<file path="config.mk">
export PLATFORM = sky130hd
export DESIGN_NAME = chunked_transfer_decoder
export DESIGN_NICKNAME = d
export VERILOG_FILES = /design/src/rtl/chtd_pkg.sv /design/src/rtl/chtd_core.sv /design/src/rtl/chunked_transfer_decoder.sv
export SDC_FILE = /design/constraint.sdc
export NUM_CORES = 1
export LEC_CHECK = 0
export BUFFER_PORTS_ARGS = -buffer_cell sky130_fd_sc_hd__buf_2
export CAP_MARGIN = 20
export CORE_MARGIN = 2
export CORE_UTILIZATION = 44
export DETAILED_ROUTE_END_ITERATION = 10
export PLACE_DENSITY = 0.58
export SLEW_MARGIN = 40
export SYNTH_ARGS = -nofsm -noshare
export SYNTH_HDL_FRONTEND = slang
export SYNTH_SLANG_ARGS = --single-unit
export TNS_END_PERCENT = 5
</file>
<file path="constraint.sdc">
create_clock -name clock -period 3.4 [get_ports clock]
set_input_delay 0.17 -clock clock [delete_from_list [all_inputs] [get_ports clock]]
set_output_delay 0.17 -clock clock [all_outputs]
set_load 0.005 [all_outputs]
</file>
<file path="src/rtl/chtd_pkg.sv">
`timescale 1ns / 1ps

package chtd_pkg;

   localparam int SIZE_BITS_DEFAULT = 31;

   localparam logic [7:0] CHAR_CR    = 8'h0D;
   localparam logic [7:0] CHAR_LF    = 8'h0A;
   localparam logic [7:0] CHAR_SPACE = 8'h20;
   localparam logic [7:0] CHAR_TAB   = 8'h09;

   localparam logic [1:0] TRAIL_LEN = 2'd2;

   typedef struct packed {
      logic [7:0] data_byte;
      logic       is_payload;
      logic       finished;
      logic       malformed;
   } result_type;

endpackage

</file>
<file path="src/rtl/chtd_core.sv">
`timescale 1ns / 1ps

module chtd_core #(
   parameter int SIZE_BITS = chtd_pkg::SIZE_BITS_DEFAULT
) (
   input  logic                   clock,
   input  logic                   reset,
   input  logic                   step_en,
   input  logic [7:0]             byte_in,
   output chtd_pkg::result_type   result
);

   typedef enum logic [2:0] {
      PH_LEAD   = 3'd0,
      PH_DIGITS = 3'd1,
      PH_EXT    = 3'd2,
      PH_DATA   = 3'd3,
      PH_TRAIL  = 3'd4,
      PH_DONE   = 3'd5,
      PH_ERROR  = 3'd6
   } phase_type;

   phase_type            phase_ff, phase_in;
   logic [SIZE_BITS-1:0] size_accum_ff, size_accum_in;
   logic [SIZE_BITS-1:0] bytes_left_ff, bytes_left_in;
   logic                 got_digit_ff, got_digit_in;
   logic                 last_was_cr_ff, last_was_cr_in;
   logic [1:0]           skip_left_ff, skip_left_in;

   logic                 is_hex;
   logic [3:0]           hex_val;
   logic                 is_blank;
   logic                 line_end;
   logic                 size_full;

   always_comb begin
      is_hex  = 1'b1;
      hex_val = 4'd0;
      if (byte_in >= 8'h30 && byte_in <= 8'h39) begin
         hex_val = 4'(byte_in - 8'h30);
      end else if (byte_in >= 8'h61 && byte_in <= 8'h66) begin
         hex_val = 4'(byte_in - 8'h57);
      end else if (byte_in >= 8'h41 && byte_in <= 8'h46) begin
         hex_val = 4'(byte_in - 8'h37);
      end else begin
         is_hex = 1'b0;
      end
   end

   assign is_blank  = (byte_in == chtd_pkg::CHAR_SPACE) || (byte_in == chtd_pkg::CHAR_TAB);
   assign line_end  = (byte_in == chtd_pkg::CHAR_LF) && last_was_cr_ff;
   assign size_full = (size_accum_ff[SIZE_BITS-1 -: 4] != 4'd0);

   always_comb begin
      phase_in       = phase_ff;
      size_accum_in  = size_accum_ff;
      bytes_left_in  = bytes_left_ff;
      got_digit_in   = got_digit_ff;
      last_was_cr_in = last_was_cr_ff;
      skip_left_in   = skip_left_ff;
      result.data_byte  = 8'd0;
      result.is_payload = 1'b0;

      unique case (phase_ff)
         PH_LEAD, PH_DIGITS, PH_EXT: begin
            if (phase_ff != PH_EXT && is_hex) begin
               if (size_full) begin
                  phase_in = PH_ERROR;
               end else begin
                  size_accum_in = {size_accum_ff[SIZE_BITS-5:0], hex_val};
                  got_digit_in  = 1'b1;
                  phase_in      = PH_DIGITS;
               end
            end else if (phase_ff == PH_LEAD && is_blank) begin
               phase_in = PH_LEAD;
            end else if (line_end) begin
               last_was_cr_in = 1'b0;
               if (!got_digit_ff) begin
                  phase_in = PH_ERROR;
               end else if (size_accum_ff == '0) begin
                  phase_in = PH_DONE;
               end else begin
                  bytes_left_in = size_accum_ff;
                  phase_in      = PH_DATA;
               end
            end else begin
               last_was_cr_in = (byte_in == chtd_pkg::CHAR_CR);
               phase_in       = PH_EXT;
            end
         end
         PH_DATA: begin
            result.data_byte  = byte_in;
            result.is_payload = 1'b1;
            bytes_left_in     = bytes_left_ff - 1'b1;
            if (bytes_left_ff == SIZE_BITS'(1)) begin
               phase_in     = PH_TRAIL;
               skip_left_in = chtd_pkg::TRAIL_LEN;
            end
         end
         PH_TRAIL: begin
            skip_left_in = skip_left_ff - 2'd1;
            if (skip_left_ff == 2'd1) begin
               phase_in       = PH_LEAD;
               size_accum_in  = '0;
               got_digit_in   = 1'b0;
               last_was_cr_in = 1'b0;
            end
         end
         PH_DONE: begin
            phase_in = PH_DONE;
         end
         default: begin
            phase_in = PH_ERROR;
         end
      endcase

      result.finished  = (phase_in == PH_DONE);
      result.malformed = (phase_in == PH_ERROR);
   end

   always_ff @(posedge clock) begin
      if (reset) begin
         phase_ff       <= PH_LEAD;
         size_accum_ff  <= '0;
         bytes_left_ff  <= '0;
         got_digit_ff   <= 1'b0;
         last_was_cr_ff <= 1'b0;
         skip_left_ff   <= 2'd0;
      end else if (step_en) begin
         phase_ff       <= phase_in;
         size_accum_ff  <= size_accum_in;
         bytes_left_ff  <= bytes_left_in;
         got_digit_ff   <= got_digit_in;
         last_was_cr_ff <= last_was_cr_in;
         skip_left_ff   <= skip_left_in;
      end
   end

endmodule

</file>
<file path="src/rtl/chunked_transfer_decoder.sv">
`timescale 1ns / 1ps
// Chunked transfer decoder: one byte of a chunked message body per item.
// req channel: req_valid / req_stall carry req_in_byte.
// rsp channel: rsp_valid / rsp_stall carry one result item per input item:
//   rsp_data_byte (0 unless rsp_is_payload), rsp_is_payload, and the
//   sticky flags rsp_finished and rsp_malformed.
// An accepted item passes the input register, then the framing step into the
//   result register, where rsp_valid rises.
// Throughput: one item per cycle while rsp_stall is low; the framing step is a
//   single shift-add or decrement on the frame state.
// A stalled result holds in the result register while one more item may
//   wait in the input register; req_stall rises only when both are full and
//   rsp_stall is high.
// Reset (synchronous) empties both registers and returns the frame state to
//   the start of a size line with all counts and flags clear.

module chunked_transfer_decoder #(
   parameter int SIZE_BITS = chtd_pkg::SIZE_BITS_DEFAULT
) (
   input  logic       clock,
   input  logic       reset,
   input  logic       req_valid,
   output logic       req_stall,
   input  logic [7:0] req_in_byte,
   output logic       rsp_valid,
   input  logic       rsp_stall,
   output logic [7:0] rsp_data_byte,
   output logic       rsp_is_payload,
   output logic       rsp_finished,
   output logic       rsp_malformed
);

   logic                 in_valid_ff, in_valid_in;
   logic [7:0]           in_byte_ff;
   logic                 rsp_valid_ff, rsp_valid_in;
   chtd_pkg::result_type result_ff;
   chtd_pkg::result_type step_result;
   logic                 out_load;
   logic                 in_load;
   logic                 step_en;

   assign out_load     = !rsp_valid_ff || !rsp_stall;
   assign step_en      = in_valid_ff && out_load;
   assign in_load      = !in_valid_ff || out_load;
   assign req_stall    = !in_load;
   assign in_valid_in  = in_load ? req_valid : in_valid_ff;
   assign rsp_valid_in = out_load ? in_valid_ff : rsp_valid_ff;

   chtd_core #(
      .SIZE_BITS(SIZE_BITS)
   ) u_core (
      .clock   (clock),
      .reset   (reset),
      .step_en (step_en),
      .byte_in (in_byte_ff),
      .result  (step_result)
   );

   always_ff @(posedge clock) begin
      if (reset) begin
         in_valid_ff  <= 1'b0;
         rsp_valid_ff <= 1'b0;
      end else begin
         in_valid_ff  <= in_valid_in;
         rsp_valid_ff <= rsp_valid_in;
      end
      if (in_load && req_valid) begin
         in_byte_ff <= req_in_byte;
      end
      if (step_en) begin
         result_ff <= step_result;
      end
   end

   assign rsp_valid      = rsp_valid_ff;
   assign rsp_data_byte  = result_ff.data_byte;
   assign rsp_is_payload = result_ff.is_payload;
   assign rsp_finished   = result_ff.finished;
   assign rsp_malformed  = result_ff.malformed;

endmodule

</file>
Word-level counts from Yosys, hierarchy flattened. Cells that the tools add are included.

Bits in registers: 90. Bits of input ports: 12. Output and inout port bits: 13. Word-level logic and storage cells: 109.

Add/sub/neg operators: 5. $lt $le $gt $ge: 6. Equality and inequality tests: 23. Multiplexer cells: 36. Reductions and logical operators: 26.

Operators with widths (number): 31-bit two-way mux (8); 31-bit one-hot mux with 2 select lines (2); 31-bit by 1-bit equality test with 1-bit output (second input constant) (1); 31-bit logical NOT (1); 31-bit by 1-bit subtractor with 31-bit output (second input constant) (1); 8-bit by 4-bit equality test with 1-bit output (second input constant) (3); 3-bit two-way mux (8); 8-bit by 7-bit greater-or-equal comparator with 1-bit output (second input constant) (2); 8-bit by 7-bit <= comparator with 1-bit output (second input constant) (2); 3-bit equality test (second input constant) (4); 4-bit two-way mux (3); 3-bit one-hot mux with 4 select lines (1); 1-bit two-way mux (10); 2-bit by 1-bit inequality test with 1-bit output (second input constant) (5); 5-bit AND reduction (2); 8-bit by 6-bit equality test with 1-bit output (second input constant) (1); 8-bit by 6-bit greater-or-equal comparator with 1-bit output (second input constant) (1); 8-bit by 6-bit <= comparator with 1-bit output (second input constant) (1); 1-bit logical AND (8); 2-bit inequality test (second input constant) (4); 4-bit by 3-bit subtractor with 4-bit output (second input constant) (2); 7-bit AND reduction (1); 3-bit by 2-bit equality test with 1-bit output (second input constant) (2); 2-bit nonzero test (3); 14 further kinds (20).

Depth between registers and ports, before layout. Gate-level depths: netlist of run 1.

Depth after elaboration: 9. Depth in mapped cells: 10. Gate-level depth less buffers: 8.

Hierarchy. A second synthesis of run 1 with hierarchy kept.

Cells, all modules: 586. Area, all modules: 4672.0 um^2.

Modules (own cells, without submodules): chtd_core (instances 1, cells an instance 557, area an instance 4015.1 um^2, sequential area each 1381.3 um^2); chunked_transfer_decoder (instances 1, cells an instance 29, area an instance 656.9 um^2, sequential area each 610.6 um^2).

Worst setup path after synthesis of run 1. Ideal clock, no wire load.

Path type: register -> register. Start point: reg in_byte_ff[0]. End point: reg u_core.size_accum_ff[2]. Setup time: 0.070 ns. Arrival time: 2.601 ns. Data required time: 3.330 ns. Slack: 0.729 ns. Stages on the path, launching flop included: 10. Path buffers: 1. Period minus slack after synthesis: 2.671 ns. Path through: edfxtp_1 -> inv_1 -> ha_1 -> o21bai_4 -> a2111oi_4 -> o21ai_2 -> a221o_1 -> buf_2 -> or4b_1 -> a21oi_1.

Cells in the longest elaborated chain, start to end: 8. Elaborated cells on any way between the ends: 24. Classes of those cells: 3 x add/sub; 6 x order compare; 1 x eq/ne; 9 x mux; 5 x reduce/logical.

Ends and longest elaborated chain: start, declared (RTL line chunked_transfer_decoder.sv:34) `logic [7:0] in_byte_ff;`; start signal, assigned (RTL line chunked_transfer_decoder.sv:68) `in_byte_ff <= req_in_byte;`; 8-bit by 7-bit greater-or-equal comparator with 1-bit output or 8-bit by 7-bit <= comparator with 1-bit output (tied branches) (RTL line chtd_core.sv:43) `end else if (byte_in >= 8'h41 && byte_in <= 8'h46) begin`; 1-bit logical AND (RTL line chtd_core.sv:43); 4-bit two-way mux or 1-bit two-way mux (tied branches) (RTL line chtd_core.sv:43); 4-bit two-way mux or 1-bit two-way mux (tied branches) (RTL line chtd_core.sv:41) `end else if (byte_in >= 8'h61 && byte_in <= 8'h66) begin`; 4-bit two-way mux or 1-bit two-way mux (tied branches) (RTL line chtd_core.sv:39) `if (byte_in >= 8'h30 && byte_in <= 8'h39) begin`; 31-bit two-way mux or 1-bit logical AND (tied branches) (RTL line chtd_core.sv:67, chtd_core.sv:66); 31-bit two-way mux or 2-bit by 1-bit inequality test with 1-bit output (tied branches); 31-bit one-hot mux with 2 select lines or 5-bit AND reduction (tied branches); end signal, assigned (RTL line chtd_core.sv:131) `size_accum_ff <= size_accum_in;`; end, declared (RTL line chtd_core.sv:24) `logic [SIZE_BITS-1:0] size_accum_ff, size_accum_in;`.

Parallel ways exist; a longest one is shown, timed or not. The select of a mux whose other input is x is not followed. A chain may end at the register's enable or synchronous reset.

Final worst setup path of run 1.
Start point: reg in_byte_ff[1]. End point: reg u_core.size_accum_ff[2].

Same word-level chain as after synthesis.

==> results.toml, run 1 <==
[placement]
port_buffers = 24
place.gp.congestion = 0.880
hpwlAfterDp_um = 8150
pre_cts_slack_ns = 0.578

[floorplanning]
fp-row-count = 37
io_pins = 25
dieWidth_um = 106
dieArea_um2 = 11300
core_um2 = 10300
initial_utilization_pct = 44.9
die_h_um = 106

[route]
antenna_left = 0
drc_errors = 0
vias_per_cell = 5.82
dr.pass1.iters = 5
post_drt_wl_per_cell_um = 16.7
finalWirelength_um = 12100
vias = 4234
first_iter_violations = 267

[critical_path]
cp_max_fo = 9
slowest_stage = "a2111oi_4"
crit_arrival_ns = 3.17
cpPeakStageDelay_ns = 0.59
crit_type = "reg -> reg"
required_ns = 3.71
crit_chain = "inv_1 > ha_1 > o21bai_4 > a2111oi_4 > o21ai_2 > a221o_1 > or4b_1 > a21oi_1"
critPathBufInv = 1
critPathTopFamily = "compound AO/OA/AOI/OAI gates"
end_kind = "flip-flop"
crit_path_start_kind = "flip-flop"

[run]
drv_cap = 0

[synth]
async_flop_share_pct = 0
syn_avg_cell_area_um2 = 8.12
synth-edff-count = 19
synth-seq-cells = 90
yosysUniqueCellTypes = 59
ys_top_cells_by_area = "dfxtp_1, edfxtp_1, a21oi_1"
synth_cells = 569
yosysWarnings = 0
synth-main-ff-cell = "dfxtp_1"
synth_commonest_cells = "nand2_1, a21oi_1, dfxtp_1"
syn-cell-area_um2 = 4620
syn_nets = 589
yosysTopAreaCellShare_pct = 30.8
yosysTopAreaCell = "dfxtp_1"
ys_seq_area_share_pct = 43.1
synth.most_common_cell = "nand2_1"

[power_and_ir_drop]
power_density_nw_per_um2 = 373
ir_worst_vdd_uv = 285
p_leak_nw = 1.82
total_power_mw = 1.91

[clocking]
cts_setup_buffers = 0
clock_sinks = 90
insertion_delay_ns = 0.38
cts-root-buf = "clkbuf_8"
htree_levels = 3
clock_path_buffers = 2
cts_resized = 0
cts.hold.buffers_added = 8
cts_tree = "built"
clk_pin_slew_ns = 0.09
cts_buffers = 9

[timing]
layout_min_cycle_time_ns = 2.86
post-route-period-util_pct = 84.0
setup_viol = 0
slew_headroom_pct = 46.9
skew_ns = 0.00835
hold_violations = 0
fmax_mhz = 350
worst_pin_slew_ns = 0.796
drv_slew = 0
setup_tns_ns = 0
rsz0062_at_grt = "no"
fin_ws_ns = 0.544

[final_layout]
fillers = 1045
final_nets = 606
drive_gt1_share_pct = 10.7
antenna_cells = 0
syn2layout_area_growth_pct = 10.9

[global_route]
grt_max_degree = 49
grt_pass1_vias = 3956
grt_usage_pct = 22.9
antenna_found_initial = 0
grt_pass1_wl_um = 20400
overflow = 0

[min_path]
hold_class = "in -> reg"

[outcome]
status = "finished, final reports clean"
area by class of cell:
| cell class | instances | area (um^2) | area share, % |
|---|---|---|---|
| Tap cell | 136 | 170 | 3.32 |
| Multi-Input combinational cell | 427 | 2430 | 47.5 |
| Sequential cell | 90 | 1990 | 38.9 |
| Clock inverter | 6 | 40.0 | 0.782 |
| Clock buffer | 10 | 128 | 2.49 |
| Inverter | 13 | 48.8 | 0.953 |
| Timing Repair Buffer | 45 | 310 | 6.06 |
path summary, 6_finish.rpt:
path	start	to	slack, ns	cells past startpoint
setup / recovery	in_byte_ff[1]	u_core.size_accum_ff[2]	0.54	8
hold / removal	req_valid	in_valid_ff	0.02	3
setup reg to reg	in_byte_ff[1]	u_core.size_accum_ff[2]	0.54	8
hold reg to reg	u_core.bytes_left_ff[17]	u_core.bytes_left_ff[17]	0.48	2
per-layer routing:
| metal | track usage (%) | part of all wire (%) |
|---|---|---|
| met5 | 0 | 0 |
| met4 | 6.31 | 1.7 |
| met1 | 33.8 | 51 |
| met3 | 5.33 | 4.5 |
| met2 | 33.2 | 43 |
state kept, by name, indices dropped and copies added, names as in the netlist:
signal                 cells
rsp_finished               1
u_core.last_was_cr_ff      1
u_core.got_digit_ff        1
rsp_is_payload             1
u_core.phase_ff            3
u_core.bytes_left_ff      31
in_valid_ff                1
u_core.skip_left_ff        2
rsp_malformed              1
rsp_valid                  1
u_core.size_accum_ff      31
in_byte_ff                 8
rsp_data_byte              8
cells in the final DEF (no fill, tap or decap), types with 3 or more instances in the layout:
| cell | Yosys | layout |
|---|---|---|
| a211oi_1 | 9 | 9 |
| a21o_1 | 5 | 5 |
| a21oi_1 | 76 | 76 |
| a22o_1 | 7 | 7 |
| a31oi_1 | 4 | 4 |
| and2_1 | 8 | 8 |
| and3_1 | 3 | 3 |
| buf_2 | 3 | 24 |
| buf_4 | 0 | 12 |
| clkbuf_8 | 0 | 9 |
| dfxtp_1 | 71 | 71 |
| dlygate4sd3_1 | 0 | 8 |
| edfxtp_1 | 19 | 19 |
| ha_1 | 8 | 8 |
| inv_1 | 13 | 13 |
| inv_4 | 0 | 3 |
| nand2_1 | 84 | 84 |
| nand2b_1 | 6 | 6 |
| nand3_1 | 38 | 38 |
| nand3b_1 | 5 | 5 |
| nand4_1 | 5 | 5 |
| nor2_1 | 41 | 41 |
| nor2b_1 | 3 | 3 |
| nor3_1 | 17 | 17 |
| nor3b_1 | 4 | 4 |
| nor4_1 | 13 | 13 |
| o21ai_0 | 31 | 31 |
| o22ai_1 | 4 | 4 |
| o32ai_1 | 5 | 5 |
| or3_1 | 4 | 4 |
| or4_1 | 6 | 6 |
power breakdown:
part | internal [mW] | total [mW] | switching, mW
Sequential | 1.10 | 1.12 | 0.0194
Clock | 0.267 | 0.668 | 0.401
Combinational | 0.0416 | 0.118 | 0.0762
worst register-to-register path: cells and delay by family, from the launching register on:
kind	cells	cell delay (ns)
adder cells (fa/ha/maj)	1	0.28
AND/OR/NAND/NOR	1	0.52
flip-flops	1	0.47
buffers and inverters	1	0.17
AO/OA/AOI/OAI	5	1.35
cells by family (layout without fill, tap and decap cells):
| logic type | after synthesis | count (layout) | share of synthesized area, % |
|---|---|---|---|
| adder cells (fa/ha/maj) | 8 | 8 | 2.17 |
| multiplexers | 2 | 2 | 0.461 |
| AO/OA/AOI/OAI | 171 | 171 | 23.6 |
| flip-flops | 90 | 90 | 43.1 |
| buffers and inverters | 52 | 74 | 4.31 |
| AND/OR/NAND/NOR | 246 | 246 | 26.3 |
per-stage QoR:
stage / hold WS [ns] / instances / util (%) / area [um^2]
global route: 0.0213 / 727 / 49.8 / 5120
floorplan: 0.269 / 569 / - / 4620
detailed placement: 0.348 / 703 / 47.4 / 4870
CTS: 0.00441 / 727 / 49.8 / 5120
global placement: 0.347 / 703 / 47.4 / 4870
finish: 0.0157 / 727 / 49.8 / 5120
(Power assumes the default switching activity.)
==> run 2, diff against run 1 <==
ABC_AREA = 1   (was unset)
PLACE_DENSITY = 0.57   (was 0.58)
clock period = 2.67 ns   (was 3.4 ns; I/O delays follow)
==> run 2 against run 1 <==
Non-clock buffer count fell by 3; worst hold slack improved by 0.051 ns; utilization decreased by 0.66 points; wire length increased by 16%; synthesized cell count is 40% higher; power up 54%; clock skew decreased by 0.0028 ns; clock power rose by 86%.
==> results.toml, run 2 <==
[floorplanning]
die_h_um = 114
dieArea_um2 = 12900
fp-row-count = 40
core_um2 = 11900
io_pins = 25
dieWidth_um = 114
initial_utilization_pct = 44.6

[route]
drc_errors = 0
first_iter_violations = 343
finalWirelength_um = 14100
vias = 5079
dr.pass1.iters = 5
vias_per_cell = 5.26
post_drt_wl_per_cell_um = 14.6
antenna_left = 0

[run]
drv_cap = 0

[synth]
ys_top_cells_by_area = "dfxtp_1, nand2_1, edfxtp_1"
syn_nets = 814
synth_commonest_cells = "nand2_1, nor2_1, dfxtp_1"
synth-main-ff-cell = "dfxtp_1"
async_flop_share_pct = 0
synth-seq-cells = 90
synth_cells = 794
yosysTopAreaCell = "dfxtp_1"
synth.most_common_cell = "nand2_1"
syn_avg_cell_area_um2 = 6.67
yosysTopAreaCellShare_pct = 26.8
ys_seq_area_share_pct = 37.6
yosysWarnings = 0
synth-edff-count = 19
yosysUniqueCellTypes = 37
syn-cell-area_um2 = 5300

[critical_path]
crit_arrival_ns = 2.39
crit_type = "reg -> reg"
crit_path_start_kind = "flip-flop"
end_kind = "flip-flop"
required_ns = 2.86
cpPeakStageDelay_ns = 0.44
cp_max_fo = 23
crit_chain = "inv_1 > ha_1 > inv_1 > nand3_1 > nand4_2 > nand2_4 > nand3_2 > nand2_2 > nand2_2 > buf_4 > nand2_1 > a21oi_1"
slowest_stage = "edfxtp_1"

[timing]
post-route-period-util_pct = 82.1
fin_ws_ns = 0.478
fmax_mhz = 456
rsz0062_at_grt = "no"
setup_viol = 0
drv_slew = 0
hold_violations = 0
slew_headroom_pct = 47.6
layout_min_cycle_time_ns = 2.19
worst_pin_slew_ns = 0.786
skew_ns = 0.00556
setup_tns_ns = 0

[power_and_ir_drop]
power_density_nw_per_um2 = 504
p_clk_share_pct = 42.4
internal-power_mw = 2.22
total_power_mw = 2.94
p_switching_mw = 0.720
comb_power_share_pct = 9.1
ir_worst_vdd_uv = 259
seq_power_share_pct = 48.6
p_sw_share_pct = 24.5
p_leak_nw = 2.59

[clocking]
cts_tree = "built"
insertion_delay_ns = 0.34
cts_resized = 0
cts-root-buf = "clkbuf_16"
clk_pin_slew_ns = 0.06
cts_buffers = 9
clock_sinks = 90
clock_path_buffers = 2
htree_levels = 3

[global_route]
grt_max_degree = 62
grt_pass1_wl_um = 23500
overflow = 0
grt_pass1_vias = 4572
antenna_found_initial = 0
grt_usage_pct = 22.9

[final_layout]
largestRegisters = "u_core.bytes_left_ff: 31 flops, u_core.size_accum_ff: 31 flops"
layout_commonest_cell = "nand2_1"
final_cell_mix = "nand2_1, nor2_1, dfxtp_1"
final_nets = 834
finalCoreUtilization_pct = 49.2
syn2layout_area_growth_pct = 10.2
stdcell_count = 966
drive_gt1_share_pct = 11.7
antenna_cells = 0
fillers = 1204

[placement]
port_buffers = 24
dpl.cell_count = 942
pre_cts_slack_ns = 0.492
place.gp.congestion = 0.891
hpwlAfterDp_um = 10000

[min_path]
hold_class = "in -> reg"

[outcome]
status = "finished, final reports clean"
## run 2: changes by cell type in the layout (fill, tap and decap cells not counted), sizes merged, moves of 6 or more
cell    previous run  this run
or4                6         0
a22o               7         0
nand2b             6         0
nor2              41       140
inv               16        61
nor3              17         5
and2               8         1
a211oi             9         0
a21oi             76        66
nor4              14         1
nand2             84       269
nand4              5        37
## run 2: cells by family (layout without fill, tap and decap cells)
kind of cell	count (synthesis)	count (layout)	share of synthesized area, %
simple gates	493	493	40.3
compound gates	103	103	11.1
buf+inv	95	120	8.27
flops	90	90	37.6
fa+ha+maj	8	8	1.89
xor+xnor	5	5	0.827
## run 2: what timing repair did
item / in CTS / in global routing
hold buffers: 8 / 0
hold endpoints to repair: 8 / 0
buffers inserted: 0 / 0
## run 2: final cells by class
cell class	instances	area, um^2	share of cell area [%]
clock inverter	3	40.0	0.686
clock buffer	13	241	4.14
multi-input combinational	609	2870	49.2
inverter	62	233	3.99
sequential	90	1990	34.1
tap	147	184	3.15
timing repair buffer	42	275	4.72
## run 2: power by group through the flow
stage,clock network [mW],logic (mW),registers [mW]
after floorplan,0,0.197,1.45
after global placement,0,0.252,1.46
after detailed placement,0,0.255,1.46
after CTS,1.28,0.265,1.43
after global routing,1.33,0.301,1.43
final,1.24,0.266,1.43
## run 2: path summary, 6_finish.rpt
check | startpoint | endpoint | slack [ns] | cells past startpoint
worst max-delay path | in_byte_ff[1] | u_core.size_accum_ff[8] | 0.48 | 12
worst min register to register | u_core.last_was_cr_ff | u_core.last_was_cr_ff | 0.48 | 2
worst max register to register | in_byte_ff[1] | u_core.size_accum_ff[8] | 0.48 | 12
worst min-delay path | req_valid | in_valid_ff | 0.07 | 3
## run 2: per-stage QoR
stage                     hold WS, ns  area, um^2
after global placement          0.310        5470
after CTS                      0.0588        5830
after global routing           0.0814        5830
after floorplan                 0.232        5300
after detailed placement        0.312        5470
final                          0.0663        5830
## run 2: worst max-delay path, delay by kind of cell (launching register included)
| family | cells | cell delay (ns) |
|---|---|---|
| AO/OA/AOI/OAI | 1 | 0.06 |
| buffers and inverters | 3 | 0.50 |
| AND/OR/NAND/NOR | 7 | 0.81 |
| adder cells (fa/ha/maj) | 1 | 0.23 |
| flip-flops | 1 | 0.44 |
## run 2: metal layers
layer | track usage, % | up-vias | share of wire (%)
met2 | 34.7 | 129 | 43
met1 | 34.1 | 2327 | 51
met3 | 2.76 | 17 | 5.0
met4 | 7.40 | 0 | 1.5
li1 | - | 2606 | -
met5 | 0 | - | 0
==> run 3, diff against run 2 <==
PLACE_DENSITY = 0.6   (was 0.57)
clock period = 1.8 ns   (was 2.67 ns; I/O delays follow)
==> run 3 against run 2 <==
The run now ends with negative setup slack left; critical path type unchanged; sequential power increased by 48%; first-iteration DRC count stayed put; global-route usage up 1.1 points; cell count rose by 6.4%; critical endpoint is now u_core.bytes_left_ff[17]; flip-flop and latch count is the same; critical path depth rose by 2; largest power group is now the clock network; combinational power up 83%; utilization is 6.6 points higher; power up 63%; clock power is 77% higher; wire length is 11% higher.
==> results.toml, run 3 (synthesis results as in run 2) <==
[outcome]
status = "finished, violations left"
violations = "negative setup slack"

[timing]
worst_pin_slew_ns = 0.377
hold_slack_ns = 0.0243
fin_ws_ns = -0.134
fmax_mhz = 517
drv_slew = 0
layout_min_cycle_time_ns = 1.93
skew_ns = 0.00942
post-route-period-util_pct = 107
hold_violations = 0
setup_tns_ns = -4.96
setup_viol = 67
slew_headroom_pct = 74.7
rsz0062_at_grt = "yes"

[clocking]
cts-root-buf = "clkbuf_16"
clk_pin_slew_ns = 0.07
insertion_delay_ns = 0.35
cts_tree = "built"
clock_sinks = 90
cts_buffers = 9
clock_path_buffers = 2
htree_levels = 3

[final_layout]
final_nets = 896
final_cell_mix = "nand2_1, nor2_1, dfxtp_1"
layout_commonest_cell = "nand2_1"
fillers = 1162
syn2layout_area_growth_pct = 25.0
largestRegisters = "u_core.bytes_left_ff: 31 flops, u_core.size_accum_ff: 31 flops"
drive_gt1_share_pct = 21.1
finalCoreUtilization_pct = 55.8
antenna_cells = 0
stdcell_count = 1028

[critical_path]
crit_path_start_kind = "flip-flop"
required_ns = 2.09
crit_arrival_ns = 2.22
crit_chain = "inv_2 > ha_4 > nand2_2 > nor2_2 > nand2_2 > nor2_4 > nand2_2 > nor2_2 > nor2_2 > nor2_4 > buf_12 > clkbuf_16 > nand2_1 > a21oi_2"
slowest_stage = "edfxtp_1"
crit_type = "reg -> reg"
cp_max_fo = 8
end_kind = "flip-flop"
cpPeakStageDelay_ns = 0.43

[global_route]
antenna_found_initial = 0
grt_pass1_vias = 5075
grt_max_degree = 57
grt_pass1_wl_um = 24600
overflow = 0
grt_usage_pct = 24.0

[route]
dr.pass1.iters = 5
vias_per_cell = 5.32
first_iter_violations = 343
antenna_left = 0
vias = 5467
finalWirelength_um = 15600
post_drt_wl_per_cell_um = 15.2
drc_errors = 0

[floorplanning]
die_h_um = 114
initial_utilization_pct = 44.6
core_um2 = 11900
io_pins = 25
dieWidth_um = 114
fp-row-count = 40
dieArea_um2 = 12900

[power_and_ir_drop]
p_leak_nw = 2.98
power_density_nw_per_um2 = 725
ir_worst_vdd_uv = 569

[run]
drv_cap = 0

[placement]
hpwlAfterDp_um = 11000
port_buffers = 24
dpl.cell_count = 998
pre_cts_slack_ns = -0.122
place.gp.congestion = 0.911

[min_path]
hold_class = "in -> reg"
==> run 3: worst max-delay path: cells and delay by family (launching register included) <==
kind                     cells  cell delay [ns]
AND/OR/NAND/NOR              9             0.76
buffers and inverters        3             0.43
flip-flops                   1             0.43
adder cells (fa/ha/maj)      1             0.14
AO/OA/AOI/OAI                1             0.10
==> run 3: worst paths after layout <==
kind                       startpoint                        to  slack (ns)  cells after the start
max                     in_byte_ff[0]  u_core.bytes_left_ff[17]       -0.13                     14
min                         req_valid               in_valid_ff        0.02                      3
max reg2reg             in_byte_ff[0]  u_core.bytes_left_ff[17]       -0.13                     14
min reg2reg  u_core.size_accum_ff[30]  u_core.size_accum_ff[30]        0.49                      2
==> run 3: final cells by class <==
cell class,instances,area [um^2],share of cell area (%)
Tap cell,147,184,2.78
Clock inverter,7,116,1.76
Timing Repair Buffer,104,883,13.3
Clock buffer,9,225,3.40
Multi-Input combinational cell,609,2990,45.1
Inverter,62,233,3.51
Sequential cell,90,1990,30.1
==> run 3: power by group <==
part	total, mW	internal (mW)	switching, mW
clock	2.20	1.36	0.847
combinational	0.487	0.178	0.309
sequential	2.11	2.09	0.0219
==> run 3: timing repair <==
| action | 4_1_cts | 5_1_grt |
|---|---|---|
| pin swaps | 0 | 8 |
| buffers inserted | 2 | 2 |
| endpoints found under the setup margin | 66 | 71 |
| gates resized for setup | 8 | 25 |
| hold endpoints to repair | 8 | 0 |
| hold buffers | 8 | 0 |
| cloned | 0 | 2 |
==> run 3: routing by layer <==
metal / part of all wire (%) / GRT usage, %
met5: 0 / 0
met4: 2.1 / 9.02
met3: 6.5 / 4.20
met2: 46 / 37.5
met1: 46 / 33.4
==> run 3: stage by stage <==
step | cell area (um^2) | power [mW]
after detailed placement | 5990 | 2.60
after CTS | 6470 | 4.81
after global routing | 6620 | 4.96
after floorplan | 5310 | 2.45
final | 6620 | 4.80
after global placement | 5990 | 2.59
